File: src/rtl/core/cell_balance_decision_macros.svh
// ----------------------------------------------------------------------------
// Cell balance decision assertion macros
// Shared concurrent assertion forms, clocked on clk and disabled in reset.
// ----------------------------------------------------------------------------
`ifndef CELL_BALANCE_DECISION_MACROS_SVH
`define CELL_BALANCE_DECISION_MACROS_SVH

// Implication checked on every rising edge outside reset.
`define BAL_ASSERT(label, prop, msg) \
  label: assert property (@(posedge clk) disable iff (!rst_n) prop) else $error(msg);

// A condition that must never hold in two consecutive cycles.
`define BAL_ASSERT_PULSE(label, sig, msg) \
  `BAL_ASSERT(label, (sig) |=> !(sig), msg)

`endif

File: src/rtl/core/bal_pkg.sv
// ----------------------------------------------------------------------------
// Cell balance package
// Widths, constants, register codes and shared types of the balance block.
// ----------------------------------------------------------------------------
package bal_pkg;

  // Number of cells in one set.
  localparam int NUM_CELLS = 15;

  localparam int VOLT_W = 16;
  localparam int MASK_W = 15;
  localparam int OUT_W  = 16;

  // Index over the cells of a set, 0 .. NUM_CELLS-1.
  localparam int CNT_W = $clog2(NUM_CELLS);

  // Sum of excesses, then the sum scaled by ten.
  localparam int SUM_W  = VOLT_W + $clog2(NUM_CELLS);
  localparam int PROD_W = SUM_W + 4;

  // Constant divisor of the imbalance figure. It always carries a factor of
  // four, which is shifted off before the reciprocal multiplication.
  localparam int DIVISOR   = 12 * (NUM_CELLS - 1);
  localparam int DIV_SHIFT = 2;
  localparam int DIV_BASE  = DIVISOR >> DIV_SHIFT;
  localparam int DIV_IN_W  = PROD_W - DIV_SHIFT;

  // Reciprocal of the remaining divisor, rounded up. The scale is large
  // enough that the truncated product equals the exact quotient for every
  // dividend that fits in DIV_IN_W bits.
  localparam int RECIP_SHIFT = DIV_IN_W + $clog2(DIV_BASE);
  localparam int RECIP_W     = DIV_IN_W + 1;
  localparam int MUL_W       = DIV_IN_W + RECIP_W;
  localparam int QUOT_W      = MUL_W - RECIP_SHIFT;
  localparam logic [RECIP_W-1:0] RECIP = RECIP_W'(
    ((longint'(1) << RECIP_SHIFT) + longint'(DIV_BASE) - 1) / longint'(DIV_BASE));

  // Register file codes.
  localparam int REG_IDX_W = 2;
  localparam logic [REG_IDX_W-1:0] REG_DELTA   = 2'd0;
  localparam logic [REG_IDX_W-1:0] REG_MIN_V   = 2'd1;
  localparam logic [REG_IDX_W-1:0] REG_CEILING = 2'd2;

  localparam logic [VOLT_W-1:0] DELTA_RESET   = 16'd250;
  localparam logic [VOLT_W-1:0] MIN_V_RESET   = 16'd36000;
  localparam logic [VOLT_W-1:0] CEILING_RESET = 16'd42000;

  // Control of the evaluation cell at the head of the chain.
  typedef struct packed {
    logic clr;
    logic step;
  } eval_ctl_t;

endpackage

File: src/rtl/core/cell_balance_decision.sv
// ----------------------------------------------------------------------------
// Cell balance decision
// Collects a set of cell voltages and reports the discharge mask, the lowest
// voltage and the imbalance figure of the set.
// ----------------------------------------------------------------------------
// Usage:
// One cell voltage word is taken per cycle when start is high and busy is
// low, cells of a set in order. The lowest search starts from the ceiling
// register as the first cell of a set arrives. No result follows the cells
// before the last one of a set, and these are taken back to back.
// After the last cell, busy stays high while the cell chain shifts its
// NUM_CELLS voltages through the evaluation cell (one per cycle), then the
// sequencer starts the reciprocal divider on the scaled sum (S_DIV_START)
// and takes its quotient into the result registers (S_DIV).
// The result word appears with out_valid for one cycle once the divider is
// done; busy is already low in that cycle, so the next set may begin.
// The receiver cannot stall; every result must be taken on its strobe.
// Reset clears the cell count, the control state and loads the register
// reset values; the chain contents need no clearing since every entry is
// written before it is read. Registers are to be written over the APB port
// only while no set is under evaluation; the block does not enforce this.
// ----------------------------------------------------------------------------
`include "cell_balance_decision_macros.svh"

module cell_balance_decision (
  input  logic                       clk,
  input  logic                       rst_n,
  // Input channel
  input  logic                       start,
  output logic                       busy,
  input  logic [bal_pkg::VOLT_W-1:0] in_cell_voltage,
  // Result channel
  output logic                       out_valid,
  output logic [bal_pkg::MASK_W-1:0] out_balance_mask,
  output logic [bal_pkg::OUT_W-1:0]  out_lowest_voltage,
  output logic [bal_pkg::OUT_W-1:0]  out_imbalance_hundredths,
  // Configuration port
  input  logic                       psel,
  input  logic                       penable,
  input  logic                       pwrite,
  input  logic [3:0]                 paddr,
  input  logic [31:0]                pwdata,
  output logic [31:0]                prdata,
  output logic                       pready
);
  import bal_pkg::*;

  typedef enum logic [1:0] {
    S_LOAD,
    S_PASS,
    S_DIV_START,
    S_DIV
  } state_t;

  state_t             state_r;
  logic [CNT_W-1:0]   cnt_r;
  logic [VOLT_W-1:0]  lowest_r;
  logic [VOLT_W-1:0]  delta_r;
  logic [VOLT_W-1:0]  min_v_r;
  logic [VOLT_W-1:0]  ceiling_r;
  logic               out_valid_r;
  logic [MASK_W-1:0]  out_mask_r;
  logic [OUT_W-1:0]   out_lowest_r;
  logic [OUT_W-1:0]   out_imb_r;

  logic               accept;
  logic               last_cell;
  logic               cfg_wr;
  logic [REG_IDX_W-1:0] reg_idx;
  logic [VOLT_W-1:0]  lowest_base;
  logic [VOLT_W-1:0]  lowest_nxt;
  logic               chain_shift;
  logic [VOLT_W-1:0]  chain_tail;
  logic [VOLT_W-1:0]  chain_q [NUM_CELLS];
  eval_ctl_t          eval_ctl;
  logic [PROD_W-1:0]  scaled_sum;
  logic [MASK_W-1:0]  eval_mask;
  logic               div_done;
  logic [OUT_W-1:0]   div_quot;

  assign busy      = (state_r != S_LOAD);
  assign accept    = start && !busy;
  assign last_cell = (cnt_r == CNT_W'(NUM_CELLS - 1));

  // Register port: always ready, word addressed.
  assign pready  = 1'b1;
  assign cfg_wr  = psel && penable && pwrite && pready;
  assign reg_idx = paddr[3:2];

  always_ff @(posedge clk) begin
    if (!rst_n) begin
      delta_r   <= DELTA_RESET;
      min_v_r   <= MIN_V_RESET;
      ceiling_r <= CEILING_RESET;
    end else if (cfg_wr) begin
      case (reg_idx)
        REG_DELTA:   delta_r   <= pwdata[VOLT_W-1:0];
        REG_MIN_V:   min_v_r   <= pwdata[VOLT_W-1:0];
        REG_CEILING: ceiling_r <= pwdata[VOLT_W-1:0];
        default: ;
      endcase
    end
  end

  always_comb begin
    case (reg_idx)
      REG_DELTA:   prdata = 32'(delta_r);
      REG_MIN_V:   prdata = 32'(min_v_r);
      REG_CEILING: prdata = 32'(ceiling_r);
      default:     prdata = '0;
    endcase
  end

  // Running lowest, restarted from the ceiling with the first cell of a set.
  assign lowest_base = (cnt_r == '0) ? ceiling_r : lowest_r;
  assign lowest_nxt  = (in_cell_voltage < lowest_base) ? in_cell_voltage : lowest_base;

  always_ff @(posedge clk) begin
    if (!rst_n) begin
      lowest_r <= CEILING_RESET;
    end else if (accept) begin
      lowest_r <= lowest_nxt;
    end
  end

  // Cell chain: voltages enter at the tail and leave at the head. During
  // the pass the head word goes back into the tail.
  assign chain_shift = accept || (state_r == S_PASS);
  assign chain_tail  = busy ? chain_q[0] : in_cell_voltage;

  for (genvar g = 0; g < NUM_CELLS; g++) begin : g_chain
    if (g == NUM_CELLS - 1) begin : g_tail
      bal_cell u_cell (
        .clk   (clk),
        .shift (chain_shift),
        .d     (chain_tail),
        .q     (chain_q[g])
      );
    end else begin : g_mid
      bal_cell u_cell (
        .clk   (clk),
        .shift (chain_shift),
        .d     (chain_q[g+1]),
        .q     (chain_q[g])
      );
    end
  end

  // Evaluation at the chain head.
  assign eval_ctl.clr  = accept && last_cell;
  assign eval_ctl.step = (state_r == S_PASS);

  bal_eval u_eval (
    .clk        (clk),
    .ctl        (eval_ctl),
    .head       (chain_q[0]),
    .lowest     (lowest_r),
    .delta      (delta_r),
    .min_v      (min_v_r),
    .scaled_sum (scaled_sum),
    .mask       (eval_mask)
  );

  bal_div u_div (
    .clk      (clk),
    .rst_n    (rst_n),
    .start    (state_r == S_DIV_START),
    .dividend (scaled_sum),
    .done     (div_done),
    .quotient (div_quot)
  );

  // Sequencer with the result registers.
  always_ff @(posedge clk) begin
    if (!rst_n) begin
      state_r     <= S_LOAD;
      cnt_r       <= '0;
      out_valid_r <= 1'b0;
    end else begin
      out_valid_r <= 1'b0;
      case (state_r)
        S_LOAD: begin
          if (accept) begin
            if (last_cell) begin
              cnt_r   <= '0;
              state_r <= S_PASS;
            end else begin
              cnt_r <= cnt_r + 1'b1;
            end
          end
        end
        S_PASS: begin
          if (last_cell) begin
            cnt_r   <= '0;
            state_r <= S_DIV_START;
          end else begin
            cnt_r <= cnt_r + 1'b1;
          end
        end
        S_DIV_START: begin
          state_r <= S_DIV;
        end
        S_DIV: begin
          if (div_done) begin
            out_valid_r  <= 1'b1;
            out_mask_r   <= eval_mask;
            out_lowest_r <= lowest_r;
            out_imb_r    <= div_quot;
            state_r      <= S_LOAD;
          end
        end
        default: begin
          state_r <= S_LOAD;
        end
      endcase
    end
  end

  assign out_valid                = out_valid_r;
  assign out_balance_mask         = out_mask_r;
  assign out_lowest_voltage       = out_lowest_r;
  assign out_imbalance_hundredths = out_imb_r;

  // A result word is a single-cycle strobe.
  `BAL_ASSERT_PULSE(a_out_pulse, out_valid, "result strobe held for two cycles")
  // A result only follows the end of a division.
  `BAL_ASSERT(a_out_after_div, out_valid |-> $past(state_r == S_DIV && div_done),
              "result strobe without a finished division")
  // A taken cell never coincides with a result in the following cycle.
  `BAL_ASSERT(a_accept_no_out, accept |=> !out_valid,
              "result strobe right after a taken cell")
  // The divider only finishes while the sequencer waits for it.
  `BAL_ASSERT(a_div_done_state, div_done |-> (state_r == S_DIV),
              "divider finished outside the wait state")

endmodule

File: src/rtl/core/bal_cell.sv
// ----------------------------------------------------------------------------
// Cell balance chain cell
// Holds one cell voltage and passes it to its neighbor on each shift.
// ----------------------------------------------------------------------------
module bal_cell (
  input  logic                      clk,
  input  logic                      shift,
  input  logic [bal_pkg::VOLT_W-1:0] d,
  output logic [bal_pkg::VOLT_W-1:0] q
);
  import bal_pkg::*;

  logic [VOLT_W-1:0] volt_r;

  // Payload only, so no reset is needed.
  always_ff @(posedge clk) begin
    if (shift) begin
      volt_r <= d;
    end
  end

  assign q = volt_r;

endmodule

File: src/rtl/core/bal_eval.sv
// ----------------------------------------------------------------------------
// Cell balance evaluation cell
// Takes the voltage leaving the chain head, sums the excesses and builds the
// discharge mask one cell per cycle.
// ----------------------------------------------------------------------------
module bal_eval (
  input  logic                       clk,
  input  bal_pkg::eval_ctl_t         ctl,
  input  logic [bal_pkg::VOLT_W-1:0] head,
  input  logic [bal_pkg::VOLT_W-1:0] lowest,
  input  logic [bal_pkg::VOLT_W-1:0] delta,
  input  logic [bal_pkg::VOLT_W-1:0] min_v,
  output logic [bal_pkg::PROD_W-1:0] scaled_sum,
  output logic [bal_pkg::MASK_W-1:0] mask
);
  import bal_pkg::*;

  logic [SUM_W-1:0]            sum_r;
  logic [SUM_W-1:0]            sum_nxt;
  logic [NUM_CELLS-1:0]        flag_r;
  logic [NUM_CELLS-1:0]        flag_nxt;
  logic [VOLT_W-1:0]           excess;
  logic                        hit;
  logic [MASK_W+NUM_CELLS-1:0] flag_ext;

  // The head voltage never lies below the lowest of its set.
  assign excess = head - lowest;
  assign hit    = (excess > delta) && (head > min_v);

  // Cells leave in order, so a right shift that enters at the top leaves
  // bit i for cell i once the whole set has passed.
  always_comb begin
    sum_nxt  = sum_r;
    flag_nxt = flag_r;
    if (ctl.clr) begin
      sum_nxt  = '0;
      flag_nxt = '0;
    end else if (ctl.step) begin
      sum_nxt  = sum_r + SUM_W'(excess);
      flag_nxt = {hit, flag_r[NUM_CELLS-1:1]};
    end
  end

  always_ff @(posedge clk) begin
    sum_r  <= sum_nxt;
    flag_r <= flag_nxt;
  end

  // Sum times ten as two shifted copies.
  assign scaled_sum = PROD_W'({sum_r, 3'b000}) + PROD_W'({sum_r, 1'b0});

  // All fifteen cells have a mask bit.
  assign flag_ext = {{MASK_W{1'b0}}, flag_r};
  assign mask     = flag_ext[MASK_W-1:0];

endmodule

File: src/rtl/core/bal_div.sv
// ----------------------------------------------------------------------------
// Cell balance divider
// Division by the constant imbalance divisor through a registered reciprocal
// multiplication, with the quotient saturated to the output width.
// ----------------------------------------------------------------------------
module bal_div (
  input  logic                       clk,
  input  logic                       rst_n,
  input  logic                       start,
  input  logic [bal_pkg::PROD_W-1:0] dividend,
  output logic                       done,
  output logic [bal_pkg::OUT_W-1:0]  quotient
);
  import bal_pkg::*;

  logic [MUL_W-1:0]  mul_r;
  logic              done_r;
  logic [QUOT_W-1:0] quot_full;

  // The quotient is ready in the cycle after start.
  always_ff @(posedge clk) begin
    if (!rst_n) begin
      done_r <= 1'b0;
    end else begin
      done_r <= start;
    end
  end

  // Product of the dividend, with its factor of four removed, and the
  // scaled reciprocal of the rest of the divisor.
  always_ff @(posedge clk) begin
    if (start) begin
      mul_r <= MUL_W'(dividend[PROD_W-1:DIV_SHIFT]) * MUL_W'(RECIP);
    end
  end

  assign quot_full = mul_r[MUL_W-1:RECIP_SHIFT];

  assign done     = done_r;
  assign quotient = (|quot_full[QUOT_W-1:OUT_W]) ? {OUT_W{1'b1}} : quot_full[OUT_W-1:0];

endmodule

File: config.mk
export PLATFORM = sky130hd
export DESIGN_NAME = cell_balance_decision
export DESIGN_NICKNAME = d
export VERILOG_FILES = /design/src/rtl/core/bal_pkg.sv /design/src/rtl/core/cell_balance_decision.sv /design/src/rtl/core/bal_cell.sv /design/src/rtl/core/bal_eval.sv /design/src/rtl/core/bal_div.sv
export VERILOG_INCLUDE_DIRS = /design/src /design/src/rtl/core
export SDC_FILE = /design/constraint.sdc
export NUM_CORES = 1
export LEC_CHECK = 0
export BUFFER_PORTS_ARGS = -buffer_cell sky130_fd_sc_hd__buf_4
export CAP_MARGIN = 0
export CORE_AREA = 2 2 230 232
export CTS_CLUSTER_SIZE = 12
export DETAILED_ROUTE_END_ITERATION = 12
export DIE_AREA = 0 0 232 234
export SYNTH_ARGS = -nofsm -noshare
export SYNTH_HDL_FRONTEND = slang
export SYNTH_SLANG_ARGS = --single-unit
export TNS_END_PERCENT = 50
File: constraint.sdc
create_clock -name clk -period 7.21 [get_ports clk]
set_input_delay 0 -clock clk [delete_from_list [all_inputs] [get_ports clk]]
set_output_delay 0 -clock clk [all_outputs]
set_load 0.005 [all_outputs]
# --- Word level (Yosys, flattened, before mapping) ---
# Cells that the tools add are included.
op_classes:
  n_addsub: 4
  mul: 1
  order_cmp: 3
  n_eq_ne: 10
  muxes: 13
  n_reduce_logical: 19
ops:
  columns: ["operator", "n"]
  rows:
  - ["$mux W16", 3]
  - ["$pmux W16 S3", 1]
  - ["$mul A22 B23 Y45 const B", 1]
  - ["$gt A16 B16 Y1", 2]
  - ["$add A23 B21 Y24", 1]
  - ["$add A20 B16 Y20", 1]
  - ["$lt A16 B16 Y1", 1]
  - ["$sub A16 B16 Y16", 1]
  - ["$reduce_and A2 Y1", 5]
  - ["$mux W2", 4]
  - ["$mux W4", 2]
  - ["$pmux W2 S4", 1]
  - ["$pmux W4 S2", 1]
  - ["$eq A2 B2 Y1 const B", 3]
  - ["$ne A2 B2 Y1 const B", 3]
  - ["$logic_and A1 B1 Y1", 5]
  - ["$add A4 B1 Y4 const B", 1]
  - ["$eq A2 B1 Y1 const B", 2]
  - ["$eq A4 B4 Y1 const B", 1]
  - ["$logic_not A2 Y1", 2]
  - ["$logic_not A4 Y1", 1]
  - ["$reduce_and A4 Y1", 1]
  - ["$reduce_bool A2 Y1", 2]
  - ["$reduce_and A3 Y1", 1]
  - ["other kinds (4)", 4]
word_totals:
  reg_bits: 439
  output_inout_bits: 82
  word_cells: 79

# --- Depth between registers and ports, before layout ---
logic_depth:
  ltp_word: 5
  mapped_depth: 34
  depth_no_buf: 34

# --- Cells and area by module ---
# Synthesis repeated with hierarchy kept, for this count alone.
unflattened:
  hier_cells: 2014
  area_unflattened_um2: 23691.5
by_module_without_submodules:
  columns: ["module", "n_inst", "cells_each", "area_each_um2"]
  rows:
  - ["bal_cell", 15, 16, 480.5]
  - ["bal_div", 1, 668, 6570.1]
  - ["cell_balance_decision", 1, 556, 5514.0]
  - ["bal_eval", 1, 550, 4400.5]

# --- Least setup slack after synthesis ---
# Ideal clock, no wire load.
synth_path:
  path_kind: "register to register"
  start: "reg u_eval.sum_r[1]"
  end: "reg u_div.mul_r[37], data pin"
  arrival_time_ns: 7.312
  setup_slack_ns: -0.360
  stages_incl_launch_ff: 29
  n_path_buf: 0
  period_less_slack_ns: 7.570
  path_cell_list: "dfxtp_1 > inv_1 > fa_1 > nor2b_1 > o21ai_1 > a21boi_1 > o21ai_1 > o31ai_1 > nand4_1 > a31oi_1 > xor2_1 > ha_1 > fa_1 > fa_1 > inv_1 > fa_1 > inv_1 > fa_1 > fa_1 > ha_1 > a211oi_1 > o211ai_1 > nand3_1 > nand3_1 > o21ai_2 > nor3_1 > or3_1 > a21oi_1 > xnor2_1"
synth_via:
  elab_chain_len: 2
synth_rtl:
  columns: ["item", "line", "text"]
  rows:
  - ["start: declaration", "bal_eval.sv:18", "logic [SUM_W-1:0] sum_r;"]
  - ["start signal: assignment", "bal_eval.sv:45", "sum_r <= sum_nxt;"]
  - ["$add A23 B21 Y24", "bal_eval.sv:50", "assign scaled_sum = PROD_W'({sum_r, 3'b000}) + PROD_W'({sum_r, 1'b0});"]
  - ["$mul A22 B23 Y45", "bal_div.sv:33", "mul_r <= MUL_W'(dividend[PROD_W-1:DIV_SHIFT]) * MUL_W'(RECIP);"]
  - ["end signal: assignment", "bal_div.sv:33", null]
  - ["end: declaration", "bal_div.sv:16", "logic [MUL_W-1:0] mul_r;"]
# Every way passes these cells.
# A chain may end at the register's enable or synchronous reset.

# --- Worst setup path after layout ---
layout_path:
  start: "reg u_eval.sum_r[2]"
  end: "reg u_div.mul_r[37], data pin"
# The elaborated chain is that of the path after synthesis.

==> results.sh <==
export IMPL_yosysTopAreaCell="edfxtp_1"
export IMPL_rsz0062_at_grt="yes"
export IMPL_cpMaxStageDelayCell="fa_2"
export IMPL_yosysMostFrequentCell="edfxtp_1"
export IMPL_grt_use_total_pct=19.9
export IMPL_cp_slowest_stage_delay_ps=610
export IMPL_yosys_most_used_dff="edfxtp_1"
export IMPL_drc_errors=0
export IMPL_antenna_cells=0
export IMPL_final_antenna_net_count=0
export IMPL_port_buffers=104
export IMPL_ys_warn_count=0
export IMPL_die_h_um=234
export IMPL_io_pins=140
export IMPL_synth_seq_area_share_pct=48.9
export IMPL_async_flop_share_pct=0
export IMPL_crit_path_max_fanout=3
export IMPL_num_rows=84
export IMPL_max_freq_ghz=0.136
export IMPL_first_pass_iters=5
export IMPL_hold_class="in2reg"
export IMPL_hold_viol=0
export IMPL_cts_inserted_buffers=43
export IMPL_cts_tree="done"
export IMPL_htreeDepth=2
export IMPL_r2r_setup_slack_ps=-150
export IMPL_fp_dieW_um=232
export IMPL_fin_skew_ps=31.4
export IMPL_avgViaCountPerCell=5.06
export IMPL_cts_sink_count=411
export IMPL_largest_reg_flops=224
export IMPL_drive_gt1_share_pct=21.4
export IMPL_synth_edf_count=304
export IMPL_post_route_period_util_pct=102
export IMPL_grt_pass1_vias=15200
export IMPL_grt_pass1_wl_um=83100
export IMPL_crit_type="reg2reg"
export IMPL_ys_seq_elements=411
export IMPL_dpl_worst_slack_ps=-600
export IMPL_violations="negative setup slack"
export IMPL_worst_slack_ps=-149
export IMPL_crit_family="adder cells"
export IMPL_wl_um=53500
export IMPL_synthTopCellsByCount="304 x edfxtp_1, 279 x ha_1, 251 x inv_1"
export IMPL_cp_arrival_ps=7670
export IMPL_multi_input_area_um2=11300
export IMPL_syn_instance_count=1920
export IMPL_antenna_found_initial=0
export IMPL_num_fill_cells=4440
export IMPL_cap_violations=0
export IMPL_detail_route_iter0_violations=785
export IMPL_vias=14900
export IMPL_slew_viol_final=0
export IMPL_netlist_area_um2=23100
export IMPL_outcome="finished with violations"
export IMPL_cp_required_ps=7520
export IMPL_post_route_min_period_ps=7360
export IMPL_wl_per_cell_um=18.1
export IMPL_crit_path_start_kind="flop"
export IMPL_synth_top_area_share_pct=39.6
export IMPL_final_nets=2661
export IMPL_path_buf_inv=6
export IMPL_postSynthAreaPerCell_um2=12.0
export IMPL_crit_path_end_kind="flop"
export IMPL_worstMarginPinSlew_ps=1340
export IMPL_area_growth_syn_to_layout_pct=22.1
export IMPL_coreArea_um2=52000
export IMPL_final_seq_area_um2=11300
export IMPL_clock_latency_ps=580
export IMPL_root_buffer="clkbuf_16"
export IMPL_setup_tns_ps=-533
export IMPL_slew_headroom_pct=10.4
export IMPL_setup_viol=6
export IMPL_clk_pin_slew_ps=60
export IMPL_synth_area_leaders="edfxtp_1 40%, ha_1 15%, dfxtp_1 9.3%"
export IMPL_cpMostUsedCell="inv_2"
export IMPL_synth_cell_types=70
export IMPL_overflow=0
export IMPL_dpl_hpwl_um=39700
export IMPL_start_util_pct=44.3
export IMPL_gp_congestion=0.926
export IMPL_grt_max_degree=102
export IMPL_design_die_area_um2=54300
export IMPL_clock_path_buffers=3
## worst paths after layout
check,from,end,depth (start not counted)
worst min-delay path,paddr[3],delta_r[15]$_SDFFE_PN0P_,4
worst max register to register,u_eval.sum_r[2]$_SDFFE_PP0P_,u_div.mul_r[37]$_DFFE_PP_,33
worst min register to register,g_chain[2].g_mid.u_cell.q[4]$_DFFE_PP_,g_chain[1].g_mid.u_cell.q[4]$_DFFE_PP_,0
worst max-delay path,u_eval.sum_r[2]$_SDFFE_PP0P_,u_div.mul_r[37]$_DFFE_PP_,33
## layer usage
layer | vias up | GRT usage, % | part of all wire, %
met3 | 89 | 2.70 | 3.9
met1 | 7289 | 26.5 | 45
met2 | 276 | 33.8 | 49
met4 | 0 | 6.29 | 2.7
li1 | 7285 | - | -
met5 | - | 0 | 0
## layout make-up
class	count	area share [%]
inverter	251	3.35
tap	688	3.06
clock inverter	11	0.538
multi-input combinational	1213	40.0
timing repair buffer	311	8.71
sequential	411	40.1
clock buffer	69	4.31
## repair_timing
action                                  4_1_cts  5_1_grt
pin swaps                                    64       55
hold buffers                                 34        0
buffers inserted                             16       10
endpoints found under the setup margin       17       17
endpoints found under the hold margin        84        0
gates resized for setup                      61       51
## stage by stage
stage | hold slack, ps | instance area [um2] | instances | utilization (%)
6_report | 87.6 | 28200 | 2954 | 54.1
3_5_place_dp | 243 | 25600 | 2814 | 49.3
4_1_cts | 49.1 | 27800 | 2944 | 53.4
5_1_grt | 112 | 28200 | 2954 | 54.1
2_1_floorplan | 124 | 23200 | 1935 | -
3_3_place_gp | 238 | 25600 | 2814 | 49.3
## layout by cell type (no fill, tap or decap), types with 11 or more instances in the layout
cell type,netlist,final
edfxtp_1,304,304
buf_4,17,271
ha_1,279,249
inv_1,251,239
nand2_1,158,155
dfxtp_1,107,103
nor2_1,83,82
fa_1,93,78
mux2i_1,68,68
a21oi_1,57,54
clkbuf_16,0,44
o21ai_0,43,41
a21boi_1,36,35
xnor2_1,38,34
dlygate4sd3_1,0,34
a21o_1,27,27
ha_4,0,25
clkbuf_1,35,23
nand3_1,23,22
xor2_1,27,21
o21ai_1,24,19
and2_1,20,19
or2_2,19,18
conb_1,2,17
nor3_1,22,16
mux2_2,15,15
fa_2,0,15
nand4_1,14,14
o211ai_1,13,13
nor2b_1,13,12
inv_2,0,12
mux2_1,11,11
## logic make-up (layout without fill, tap and decap cells)
kind of cell | after synthesis | in the layout | synth area share [%]
adders and majority gates | 372 | 372 | 23.2
DFF | 411 | 411 | 48.9
AOI/OAI and AO/OA | 274 | 274 | 7.85
xor gates and xnor gates | 65 | 65 | 2.47
and+or+nand+nor | 391 | 391 | 7.91
muxes | 94 | 94 | 4.22
other | 2 | 17 | 0.0326
buffers and inverters | 311 | 642 | 5.44
## tightest hold or removal path, stage by stage
cell      delay [ps]
buf_4            250
nor3_4           200
nand2_1          110
a21boi_1          50
Power is not shown: default switching activity piles up to over one toggle a cycle in this logic, so the estimate is an artifact.
